==> src/rtl/rep_pkg.sv <==
// Types and constants for the red-eye pixel classifier and corrector.
`default_nettype none

package rep_pkg;

  typedef enum logic [1:0] {
    MODE_RGB   = 2'd0,
    MODE_RATIO = 2'd1,
    MODE_HSV   = 2'd2
  } detect_mode_t;

  localparam logic [1:0] DETECT_MODE_RESET = MODE_RGB;

  // Plain RGB thresholds.
  localparam logic [7:0] RGB_RED_MIN = 8'd150;
  localparam logic [7:0] RGB_GB_MAX  = 8'd100;

  // HSV: saturation and value must both exceed this.
  localparam logic [7:0] HSV_SV_MIN = 8'd100;

  // Only a red maximum can give a hue below 10 or above 160. With e = g - b and
  // d = max - min, the rounded hue before wrap lies in 161..189 exactly when
  // 60e >= -39d and 60e < 19d.
  localparam logic signed [15:0] HUE_STEP = 16'sd60;
  localparam logic [13:0]        HUE_LO_K = 14'd39;
  localparam logic [12:0]        HUE_HI_K = 13'd19;

  // Rounded saturation exceeds 100 exactly when 510d >= 201max.
  localparam logic [16:0] SAT_DIFF_K = 17'd510;
  localparam logic [15:0] SAT_MAX_K  = 16'd201;

endpackage

`default_nettype wire

==> src/rtl/red_eye_pixel_correct_top.sv <==
// Red-eye pixel classifier and corrector, three-stage pipeline.
//
// Usage: pixels enter on the in_ channel (valid/ready) with blue, green, red
// and an inside-eye flag. Each pixel is tested for redness by the mode held in
// the detect_mode register (0 RGB thresholds, 1 red ratio, 2 HSV, 3 never red).
// A red pixel inside an eye region leaves as gray, all channels set to
// floor((green + blue) / 2), with out_was_red high; every other pixel leaves
// unchanged. One result per pixel, in order.
// The first stage loads at the accepting edge and out_valid follows from the
// third stage register. Throughput is one pixel per cycle while the receiver
// keeps out_ready high; the three stages are max/min search, the constant
// multiplies, and the compares with mode selection.
// The register is written on the cfg_ channel, which is always ready; write it
// only while no pixel is in flight.
// Reset empties the pipeline and sets the mode to RGB thresholds. When the
// receiver holds out_ready low, the result stays on the outputs and the
// stages behind it keep filling; in_ready falls only once all three are full.
`default_nettype none

module red_eye_pixel_correct_top (
  input  wire logic       clk,
  input  wire logic       rst_n,
  input  wire logic       cfg_valid,
  output logic            cfg_ready,
  input  wire logic [1:0] cfg_data,
  input  wire logic       in_valid,
  output logic            in_ready,
  input  wire logic [7:0] in_blue_in,
  input  wire logic [7:0] in_green_in,
  input  wire logic [7:0] in_red_in,
  input  wire logic       in_inside_eye,
  output logic            out_valid,
  input  wire logic       out_ready,
  output logic [7:0]      out_blue_out,
  output logic [7:0]      out_green_out,
  output logic [7:0]      out_red_out,
  output logic            out_was_red
);
  import rep_pkg::*;

  logic [1:0] mode_r;

  // Stage 1: extremes and simple terms.
  logic              v1_r;
  logic [7:0]        b1_r, g1_r, r1_r;
  logic              ins1_r;
  logic [7:0]        vmax1_r, vmin1_r;
  logic              rmax1_r;
  logic signed [8:0] e1_r;
  logic [8:0]        sum1_r;
  logic              rgb1_r;

  // Stage 2: constant products.
  logic               v2_r;
  logic [7:0]         b2_r, g2_r, r2_r, avg2_r;
  logic               ins2_r;
  logic               rgb2_r, ratio2_r, rmax2_r, vbig2_r;
  logic signed [15:0] e60_2_r;
  logic [13:0]        d39_2_r;
  logic [12:0]        d19_2_r;
  logic [16:0]        d510_2_r;
  logic [15:0]        v201_2_r;

  // Stage 3: output register.
  logic       v3_r;
  logic [7:0] b3_r, g3_r, r3_r;
  logic       red3_r;

  logic rdy1, rdy2, rdy3;

  logic [7:0]        vmax1_nxt, vmin1_nxt;
  logic [7:0]        diff;
  logic [10:0]       gb3;
  logic signed [16:0] hue_lo;
  logic              hue_ok, sat_ok, hsv_hit, hit, fix;

  assign rdy3     = !v3_r || out_ready;
  assign rdy2     = !v2_r || rdy3;
  assign rdy1     = !v1_r || rdy2;
  assign in_ready = rdy1;
  assign cfg_ready = 1'b1;

  always_ff @(posedge clk) begin
    if (!rst_n) begin
      mode_r <= DETECT_MODE_RESET;
    end else if (cfg_valid && cfg_ready) begin
      mode_r <= cfg_data;
    end
  end

  always_comb begin
    vmax1_nxt = in_red_in;
    vmin1_nxt = in_red_in;
    if (in_green_in > vmax1_nxt) vmax1_nxt = in_green_in;
    if (in_blue_in > vmax1_nxt) vmax1_nxt = in_blue_in;
    if (in_green_in < vmin1_nxt) vmin1_nxt = in_green_in;
    if (in_blue_in < vmin1_nxt) vmin1_nxt = in_blue_in;
  end

  always_ff @(posedge clk) begin
    if (!rst_n) begin
      v1_r <= 1'b0;
    end else if (rdy1) begin
      v1_r <= in_valid;
    end
  end

  always_ff @(posedge clk) begin
    if (rdy1 && in_valid) begin
      b1_r    <= in_blue_in;
      g1_r    <= in_green_in;
      r1_r    <= in_red_in;
      ins1_r  <= in_inside_eye;
      vmax1_r <= vmax1_nxt;
      vmin1_r <= vmin1_nxt;
      // Ties for the maximum go to red.
      rmax1_r <= (vmax1_nxt == in_red_in);
      e1_r    <= $signed({1'b0, in_green_in}) - $signed({1'b0, in_blue_in});
      sum1_r  <= {1'b0, in_green_in} + {1'b0, in_blue_in};
      rgb1_r  <= (in_red_in > RGB_RED_MIN) && (in_green_in < RGB_GB_MAX) &&
                 (in_blue_in < RGB_GB_MAX);
    end
  end

  assign diff = vmax1_r - vmin1_r;
  assign gb3  = {2'b00, sum1_r} + {1'b0, sum1_r, 1'b0};

  always_ff @(posedge clk) begin
    if (!rst_n) begin
      v2_r <= 1'b0;
    end else if (rdy2) begin
      v2_r <= v1_r;
    end
  end

  always_ff @(posedge clk) begin
    if (rdy2 && v1_r) begin
      b2_r     <= b1_r;
      g2_r     <= g1_r;
      r2_r     <= r1_r;
      ins2_r   <= ins1_r;
      avg2_r   <= sum1_r[8:1];
      rgb2_r   <= rgb1_r;
      // 5r > 3(r+g+b) reduces to 2r > 3(g+b).
      ratio2_r <= {2'b00, r1_r, 1'b0} > gb3;
      rmax2_r  <= rmax1_r;
      vbig2_r  <= vmax1_r > HSV_SV_MIN;
      e60_2_r  <= $signed({{7{e1_r[8]}}, e1_r}) * HUE_STEP;
      d39_2_r  <= {6'd0, diff} * HUE_LO_K;
      d19_2_r  <= {5'd0, diff} * HUE_HI_K;
      d510_2_r <= {9'd0, diff} * SAT_DIFF_K;
      v201_2_r <= {8'd0, vmax1_r} * SAT_MAX_K;
    end
  end

  always_comb begin
    hue_lo  = {e60_2_r[15], e60_2_r} + $signed({3'b000, d39_2_r});
    hue_ok  = !hue_lo[16] && (e60_2_r < $signed({3'b000, d19_2_r}));
    sat_ok  = d510_2_r >= {1'b0, v201_2_r};
    hsv_hit = rmax2_r && hue_ok && sat_ok && vbig2_r;
    unique case (mode_r)
      MODE_RGB:   hit = rgb2_r;
      MODE_RATIO: hit = ratio2_r;
      MODE_HSV:   hit = hsv_hit;
      default:    hit = 1'b0;
    endcase
    fix = hit && ins2_r;
  end

  always_ff @(posedge clk) begin
    if (!rst_n) begin
      v3_r <= 1'b0;
    end else if (rdy3) begin
      v3_r <= v2_r;
    end
  end

  always_ff @(posedge clk) begin
    if (rdy3 && v2_r) begin
      b3_r   <= fix ? avg2_r : b2_r;
      g3_r   <= fix ? avg2_r : g2_r;
      r3_r   <= fix ? avg2_r : r2_r;
      red3_r <= fix;
    end
  end

  assign out_valid     = v3_r;
  assign out_blue_out  = b3_r;
  assign out_green_out = g3_r;
  assign out_red_out   = r3_r;
  assign out_was_red   = red3_r;

endmodule

`default_nettype wire

==> config.mk <==
export PLATFORM = sky130hd
export DESIGN_NAME = red_eye_pixel_correct_top
export DESIGN_NICKNAME = d
export VERILOG_FILES = /design/src/rtl/rep_pkg.sv /design/src/rtl/red_eye_pixel_correct_top.sv
export SDC_FILE = /design/constraint.sdc
export NUM_CORES = 1
export LEC_CHECK = 0
export ABC_AREA = 1
export BUFFER_PORTS_ARGS = -buffer_cell sky130_fd_sc_hd__buf_4
export CORE_ASPECT_RATIO = 0.75
export CORE_MARGIN = 1
export CORE_UTILIZATION = 50
export CTS_CLUSTER_SIZE = 14
export DETAILED_ROUTE_END_ITERATION = 12
export MAX_ROUTING_LAYER = met4
export PLACE_DENSITY = 0.63
export SYNTH_ARGS = -nofsm -noshare
export SYNTH_HDL_FRONTEND = slang
export SYNTH_SLANG_ARGS = --single-unit
==> constraint.sdc <==
create_clock -name clk -period 7.3 [get_ports clk]
set_input_delay 1.46 -clock clk [delete_from_list [all_inputs] [get_ports clk]]
set_output_delay 1.46 -clock clk [all_outputs]
set_load 0.03 [all_outputs]
==> impl_metrics.toml, run 1 <==
[critical_path]
worst-path-stages = 25
critPathMaxFanout = 10
regToRegSetupSlack_ns = 1.45
ff2ff_path_depth = 25
crit_start = "vmax1_r[0]"
critPathKind = "register to register"
endpoint_kind = "register"
timing.rr.start = "vmax1_r[0]"
required_ns = 7.49
worstSetupEndpoint = "d510_2_r[14]"
reg2reg_to = "d510_2_r[14]"
critical_path.max_stage_delay_ns = 0.56
cp-start-kind = "register"
worstPathArrival_ns = 6.04
cpLargestDelayFamily = "adder cells"
crit_top_cell = "inv_1"
slowest_stage = "fa_1"
path_buf_inv = 6

[timing]
finalCriticalPeriod_ns = 5.846
finClkSkew_ns = 0.01561
fin_crit_sh_pct = 80.08
finalSetupViolCount = 0
max_freq_ghz = 0.1711
finalSetupTns_ns = 0
slew_headroom_pct = 28.84
slew_violations = 0
tightest_slew_ns = 1.061
hold_viol = 0
rsz0062_at_grt = "no"

[drt]
highest_layer = "met4"
drt-total-wl_mm = 32.29
drc = 0
routed-via-count = 10290
dr.pass1.iters = 5
via_per_inst = 5.116
met3_length_mm = 1.556
drtIter0Drc = 685
routedWlPerCell_um = 16.05
wl_met2_mm = 13.34
ant_nets = 0
wl_met1_mm = 17.17

[logic_synthesis]
synth.yosys.seq_area_share_pct = 38.90
yosysWarnings = 0
syn-num-nets = 1865
synth_cell_type_count = 47
syn-instance-count = 1538
yosys_register_bits = 196
syn_avg_cell_area_um2 = 9.753
synth_area_um2 = 15000

[clock_tree]
path_clk_slew_ns = 0.10
cts_tree = "yes"
cts_max_level = 4
cts_sinks = 196
root_buffer = "clkbuf_16"
max-clock-path-buffers = 2
cts_hold_buf = 0
cts_inserted_buffers = 17
clkLatencyLatePin_ns = 0.45
postCtsSetupRepairBufs = 0
cts_resized = 0

[global_routing]
grt_start_max_net_pins = 61
grtUsageTotal_pct = 22.62
grt_pass1_wl_mm = 52.18
overflow = 0
grt_pass1_vias = 9732
antenna_found_initial = 0

[floorplanning]
fp.dieW_um = 202.0
die-area_um2 = 30710
die_h_um = 152.0
io_pins = 60
start_util_pct = 51.27
core.rowCount = 54
core_um2 = 29260

[cells_and_area]
syn2layout_area_growth_pct = 10.40
n_fill_cell = 2552
multi_input_area_um2 = 7955
n_antenna_cell = 0
regArea_um2 = 5836
fin_nets = 1934
drive_above_1_share_pct = 7.716

[place]
globalplace.congestion = 0.8693
dp_hpwl_mm = 25.61
portBuffers = 58

[outcome]
run_status = "completed"

[min_path]
hp-class = "register to register"

[run]
maxCapViolations = 0
[flip-flops by register name, summed over array words and instances (netlist names), 9 cells and up]
register and cells:
d19_2_r 11, d39_2_r 14, d510_2_r 14, e1_r 9, e60_2_r 14, v201_2_r 16
[metrics by stage]
| stage | hold slack, ns | instances | util, % | cell area (um2) | worst slack (ns) |
|---|---|---|---|---|---|
| after floorplan | 0.4003 | 1538 | - | 15000 | 1.930 |
| after global placement | 0.4004 | 1980 | 54.32 | 15890 | 1.576 |
| after detailed placement | 0.4045 | 1980 | 54.32 | 15890 | 1.509 |
| after CTS | 0.4248 | 2012 | 56.61 | 16560 | 1.467 |
| after global routing | 0.4323 | 2012 | 56.61 | 16560 | 1.041 |
| final | 0.4237 | 2012 | 56.61 | 16560 | 1.454 |
[kinds of logic after synthesis]
group | count (synthesis) | synth area share, %
simple gates | 463 | 13.27
buf+inv | 316 | 8.091
fa+ha+maj | 295 | 27.21
flops | 196 | 38.90
compound gates | 187 | 7.282
xor+xnor | 80 | 5.222
other cells | 1 | 0.02500
[synth_stat cells, drive strengths merged]
cell type / n / area, um2
fa: 52 / 1041
o311ai: 1 / 8.760
nor2: 46 / 175.2
o21ai: 38 / 193.9
nor4: 1 / 6.260
xor2: 65 / 651.9
nand2: 302 / 1184
o31ai: 6 / 45.04
nand3: 88 / 467.9
xnor2: 15 / 131.4
clkbuf: 5 / 18.77
dfxtp: 5 / 100.1
nand4: 11 / 68.82
edfxtp: 191 / 5736
a211oi: 3 / 22.52
nor3: 8 / 40.04
conb: 1 / 3.750
inv: 304 / 1144
a311oi: 2 / 17.52
a21o: 8 / 60.06
nand3b: 4 / 30.03
o21a: 4 / 30.03
and3: 1 / 6.260
a21oi: 100 / 504.2
o211ai: 4 / 35.03
and2: 2 / 12.51
ha: 243 / 3040
o2111ai: 5 / 43.79
buf: 7 / 51.30
a41oi: 2 / 17.52
o21bai: 12 / 101.4
a31oi: 2 / 12.51
[final cells by class]
class | count | share of cell area (%)
timing repair buffer | 62 | 2.811
tap | 392 | 2.962
multi-input combinational | 1026 | 48.04
sequential | 196 | 35.24
clock inverter | 15 | 1.466
inverter | 304 | 6.921
clock buffer | 17 | 2.569
[cells in the final DEF (no fill, tap or decap), types with 3 or more instances in the layout]
cell / Yosys / final
fa_1: 52 / 52
inv_2: 3 / 4
o2111ai_1: 5 / 5
buf_4: 4 / 62
o21bai_1: 11 / 11
xnor2_1: 15 / 15
xor2_1: 60 / 60
ha_1: 243 / 243
nand4_1: 11 / 11
o211ai_1: 3 / 3
nand2_2: 5 / 5
nand3b_1: 4 / 4
edfxtp_1: 191 / 191
a21oi_1: 99 / 98
inv_16: 0 / 5
inv_12: 0 / 3
clkinv_8: 0 / 4
nor3_1: 8 / 8
nand2_4: 5 / 5
o21a_1: 4 / 4
dfxtp_1: 5 / 5
a21o_1: 8 / 8
xor2_4: 4 / 4
inv_1: 300 / 298
nor2_1: 45 / 45
nand3_2: 3 / 3
nand2_1: 292 / 292
o31ai_1: 6 / 6
clkbuf_16: 0 / 17
nand3_1: 84 / 84
a211oi_1: 3 / 3
o21ai_0: 37 / 37
[how the worst min path moves through the flow]
stage               startpoint  endpoint  slack, ns  cells after the start
floorplan              b1_r[0]   b2_r[0]       0.40                      0
global placement       g1_r[7]   g2_r[7]       0.40                      0
detailed placement     b1_r[1]   b2_r[1]       0.40                      0
CTS                    b1_r[1]   b2_r[1]       0.42                      0
global route            ins1_r    ins2_r       0.43                      0
finish                  ins1_r    ins2_r       0.42                      0
[worst register-to-register path: cells and delay by family (launching register included)]
kind	cells	cell delay, ns
flip-flops	1	0.45
buffers and inverters	6	0.40
AO/OA/AOI/OAI	5	0.80
adder cells (fa/ha/maj)	7	2.89
XOR/XNOR	3	0.67
AND/OR/NAND/NOR	4	0.42
[metal layers]
| metal | GRT usage [%] | vias up |
|---|---|---|
| met5 | - | - |
| met1 | 35.09 | 4796 |
| met4 | 3.824 | 0 |
| met3 | 3.453 | 19 |
| li1 | - | 5258 |
| met2 | 31.21 | 221 |
Power of run 1 is not shown: default switching activity piles up to over one toggle a cycle in this logic, so the estimate is an artifact.
==> run 2: changes to the inputs <==
PLACE_DENSITY = 0.65   (was 0.63)
clock period = 4.7 ns   (was 7.3 ns; I/O delays follow)
==> run 2 against run 1 <==
The flow now finishes with violations (setup timing). Routed wire length up 5.8%. Core utilization up 4.6 points. Via count up 4.3%. Setup slack worse by 1.8 ns. Critical endpoint is now d510_2_r[13]. Register-to-register slack worse by 1.8 ns. Non-clock buffer count up 107. First-iteration DRC count up 2.8%. Sequential cell count unchanged. Sequential share of layout area down 2.6 points.
==> impl_metrics.toml, run 2 (synthesis results as in run 1) <==
[floorplanning]
start_util_pct = 51.27
core.rowCount = 54
die_h_um = 152.0
die-area_um2 = 30710
io_pins = 60
fp.dieW_um = 202.0
core_um2 = 29260

[run]
maxCapViolations = 0

[cells_and_area]
fin_nets = 2041
top_register = "v201_2_r"
mostFrequentLayoutCell = "inv_1"
drive_above_1_share_pct = 17.26
mostFrequentLayoutCells = "288 x inv_1, 285 x nand2_1, 227 x ha_1"
n_fill_cell = 2377
syn2layout_area_growth_pct = 19.32
largest_register_ffs = 16
n_antenna_cell = 0
utilization_pct = 61.18

[global_routing]
grtUsageMet3_pct = 3.303
grtUsageTotal_pct = 23.35
antenna_found_initial = 1
grt_start_max_net_pins = 51
overflow = 0
grt.busiest_layer = "met2"
grt_use_met2_pct = 34.94
grt_pass1_wl_mm = 54.63
grt_use_met1_pct = 33.96
grt_pass1_vias = 10740

[outcome]
run_status = "finished, violations left"
violations = "setup timing"

[drt]
dr.pass1.iters = 7
via_per_inst = 5.069
routed-via-count = 10740
routedWlPerCell_um = 16.12
ant_nets = 0
drt-total-wl_mm = 34.17
drtIter0Drc = 704
drc = 0

[clock_tree]
cts_inserted_buffers = 17
cts_max_level = 4
clkLatencyLatePin_ns = 0.45
path_clk_slew_ns = 0.08
root_buffer = "clkbuf_16"
cts_tree = "yes"
cts_sinks = 196
max-clock-path-buffers = 2

[critical_path]
crit_top_cell = "inv_2"
worstPathArrival_ns = 5.26
crit_chain = "inv_2, ha_4, inv_2, fa_2, nand3_2, nand3_4, buf_12, xor2_4, xnor2_2, xor2_1, inv_1, fa_1, inv_2, fa_1, inv_1, fa_1, inv_2, ha_4, a21oi_2, o21ai_4, a21oi_2, o21bai_1, a21oi_2, xor2_1"
required_ns = 4.90
slowest_stage = "fa_1"
critical_path.max_stage_delay_ns = 0.56
endpoint_kind = "register"
critPathKind = "register to register"
cp-start-kind = "register"
critPathMaxFanout = 5

[timing]
slew_headroom_pct = 42.87
slew_violations = 0
fin_crit_sh_pct = 107.8
finClkSkew_ns = 0.01591
tightest_slew_ns = 0.8557
hold_viol = 0
setup_slack_ns = -0.3665
max_freq_ghz = 0.1974
rsz0062_at_grt = "yes"
finalSetupViolCount = 8
finalCriticalPeriod_ns = 5.067
finalSetupTns_ns = -1.895

[place]
globalplace.congestion = 0.9139
dpl_worst_slack_ns = -0.4176
dp_hpwl_mm = 26.43
portBuffers = 58

[min_path]
hp-class = "register to register"
run 2: cell types whose count changed in the layout (fill, tap and decap cells not counted), sizes merged:
cell,delta
buf,+107
clkinv,+1
inv,-1
run 2: worst paths after layout:
path                   start            to  slack (ns)  depth (start not counted)
hold / removal       g1_r[0]       g2_r[0]        0.43                          0
hold reg to reg      g1_r[0]       g2_r[0]        0.43                          0
setup / recovery  vmax1_r[0]  d510_2_r[13]       -0.37                         24
setup reg to reg  vmax1_r[0]  d510_2_r[13]       -0.37                         24
run 2: worst max-delay path, delay by kind of cell, from the launching register on:
family          cells  cell delay [ns]
compound gates      5             0.67
xor+xnor            4             0.68
buf+inv             7             0.54
fa+ha+maj           6             2.33
flops               1             0.40
simple gates        2             0.18
run 2: timing repair:
item / CTS / global route
gates resized for setup: 45 / 39
setup buffers: 7 / 14
endpoints found under the setup margin: 10 / 12
hold buffers: 0 / 0
pin swaps: 23 / 30
run 2: metal layers:
metal  vias up  routed length [um]
li1       5450                   -
met1      5021               16770
met2       245               15160
met3        25                1928
met4         0                 313
met5         -                   0
run 2: final cells by class:
class                   count  area [um2]  share of cell area [%]
flip-flops and latches    196        5836                   32.60
well taps                 392       490.5                   2.740
clock inverters            15       236.5                   1.321
multi-input cells        1026        8418                   47.03
inverters                 304        1149                   6.417
clock buffers              17       425.4                   2.377
repair buffers            169        1344                   7.508
run 2: stage by stage:
stage | hold slack, ns | std cells | cell area (um2)
6_report | 0.4271 | 2119 | 17900
5_1_grt | 0.4283 | 2119 | 17900
4_1_cts | 0.4276 | 2107 | 17590
3_5_place_dp | 0.4045 | 2068 | 16630
3_3_place_gp | 0.4006 | 2068 | 16630
2_1_floorplan | 0.4003 | 1538 | 15060
Power of run 2 is left out for the same reason.
==> run 3: changes to the inputs <==
--- a/config.mk
+++ b/config.mk
@@ -8,9 +8,10 @@
 export ABC_AREA = 1
 export BUFFER_PORTS_ARGS = -buffer_cell sky130_fd_sc_hd__buf_4
-export CORE_ASPECT_RATIO = 0.75
+export CORE_ASPECT_RATIO = 0.9
 export CORE_MARGIN = 1
 export CORE_UTILIZATION = 50
 export CTS_CLUSTER_SIZE = 14
 export DETAILED_ROUTE_END_ITERATION = 12
+export HOLD_SLACK_MARGIN = 0.15
 export MAX_ROUTING_LAYER = met4
 export PLACE_DENSITY = 0.65
==> constraint.sdc (replaced) <==
create_clock -name clk -period 4.7 [get_ports clk]
set_input_delay 0.705 -clock clk [delete_from_list [all_inputs] [get_ports clk]]
set_output_delay 0.705 -clock clk [all_outputs]
set_load 0.03 [all_outputs]
==> run 3 against run 2 <==
Setup slack better by 0.073 ns. Highest routed layer unchanged. Fmax up 1.5%. Clock skew up 0.0042 ns. Routed wire length down 2.7%. Worst hold slack worse by 0.0036 ns. Critical path type unchanged. First-iteration DRC count up 21%. The run still ends with setup timing left.
==> impl_metrics.toml, run 3 (synthesis results as in run 1) <==
[cells_and_area]
drive_above_1_share_pct = 16.65
top_register = "v201_2_r"
syn2layout_area_growth_pct = 18.19
largest_register_ffs = 16
n_antenna_cell = 0
fin_nets = 2032
mostFrequentLayoutCell = "inv_1"
mostFrequentLayoutCells = "288 x inv_1, 285 x nand2_1, 227 x ha_1"

[min_path]
hp-start = "b1_r[2]"
worstHoldPathCells = 0
hold_path_end = "b2_r[2]"
hp-class = "register to register"

[place]
dpl_worst_slack_ns = -0.5445
portBuffers = 58
globalplace.congestion = 0.8836
dp_hpwl_mm = 26.21

[floorplanning]
fp.dieW_um = 184.6
core_um2 = 29230
die_h_um = 166.3
core.rowCount = 59
die-area_um2 = 30700
start_util_pct = 51.31
io_pins = 60

[timing]
hold_viol = 0
slew_violations = 0
max_freq_ghz = 0.2003
finClkSkew_ns = 0.02012
rsz0062_at_grt = "yes"
setup_slack_ns = -0.2931
finalCriticalPeriod_ns = 4.993
tightest_slew_ns = 0.9413
fin_crit_sh_pct = 106.2
slew_headroom_pct = 37.25
finalSetupViolCount = 6

[clock_tree]
path_clk_slew_ns = 0.08
cts_hold_buf = 0
clkLatencyLatePin_ns = 0.45
cts_max_level = 4
cts_inserted_buffers = 17
cts_sinks = 196
root_buffer = "clkbuf_16"
max-clock-path-buffers = 2
cts_tree = "yes"

[critical_path]
worstPathArrival_ns = 5.19
ff2ff_path_depth = 24
cp-start-kind = "register"
critPathMaxFanout = 5
endpoint_kind = "register"
reg2reg_to = "d510_2_r[13]"
regToRegSetupSlack_ns = -0.29
required_ns = 4.90
timing.rr.start = "vmax1_r[0]"
critPathKind = "register to register"

[drt]
drc = 0
ant_nets = 0
via_per_inst = 5.066
routed-via-count = 10710
routedWlPerCell_um = 15.73
drtIter0Drc = 850
drt-total-wl_mm = 33.26
dr.pass1.iters = 6

[global_routing]
grt_start_max_net_pins = 73
antenna_found_initial = 0
grt_pass1_vias = 10590
overflow = 0
grt_pass1_wl_mm = 53.79
grtUsageTotal_pct = 23.38

[outcome]
run_status = "finished, violations left"
violations = "setup timing"

[run]
maxCapViolations = 0
## run 3: timing repair
item / CTS / global route
pin swaps: 25 / 30
resized for setup: 28 / 48
buffers inserted: 4 / 12
setup endpoints to repair: 11 / 12
## run 3: through the flow
step	instances	setup TNS [ns]	cell area (um2)	util [%]	hold WS, ns
detailed placement	2066	-3.155	16570	56.68	0.4045
CTS	2102	-1.502	17370	59.42	0.4058
global route	2114	-2.543	17730	60.65	0.4062
finish	2114	-1.297	17730	60.65	0.4235
floorplan	1538	-1.366	15060	-	0.4003
global placement	2066	-1.791	16570	56.68	0.4011
## run 3: metal layers
layer / part of all wire [%] / GRT usage [%]
met1: 48 / 32.87
met2: 46 / 35.52
met3: 4.8 / 3.531
met4: 1.2 / 5.362
met5: 0 / -
## run 3: final cells by class
type	instances	area, um2
Inverter	304	1146
Multi-Input combinational cell	1026	8393
Sequential cell	196	5836
Fill cell	2450	11500
Clock buffer	17	425.4
Timing Repair Buffer	160	1244
Tap cell	396	495.5
Clock inverter	15	190.2
## run 3: how the worst max path moves through the flow
stage,to,startpoint,depth (start not counted),slack [ns]
3_3_place_gp,d510_2_r[14],vmax1_r[0],21,-0.37
2_1_floorplan,d510_2_r[14],vmax1_r[0],25,-0.39
6_report,d510_2_r[13],vmax1_r[0],24,-0.29
4_1_cts,d510_2_r[14],vmax1_r[0],25,-0.32
5_1_grt,d510_2_r[13],vmax1_r[0],24,-0.46
3_5_place_dp,d510_2_r[14],vmax1_r[0],21,-0.54
## run 3: critical path: stages (launching register included)
cell,delay (ns)
edfxtp_1,0.40
inv_2,0.09
ha_4,0.12
inv_2,0.04
fa_2,0.35
nand3_2,0.09
nand3_4,0.10
buf_12,0.14
xor2_4,0.15
xnor2_2,0.17
xor2_1,0.23
inv_1,0.11
fa_1,0.55
inv_2,0.04
fa_1,0.56
inv_2,0.04
fa_1,0.49
inv_2,0.05
ha_4,0.27
a21oi_2,0.22
o21ai_4,0.07
a21oi_2,0.13
o21bai_1,0.10
a21oi_2,0.14
xor2_1,0.07
Power of run 3 is left out for the same reason.
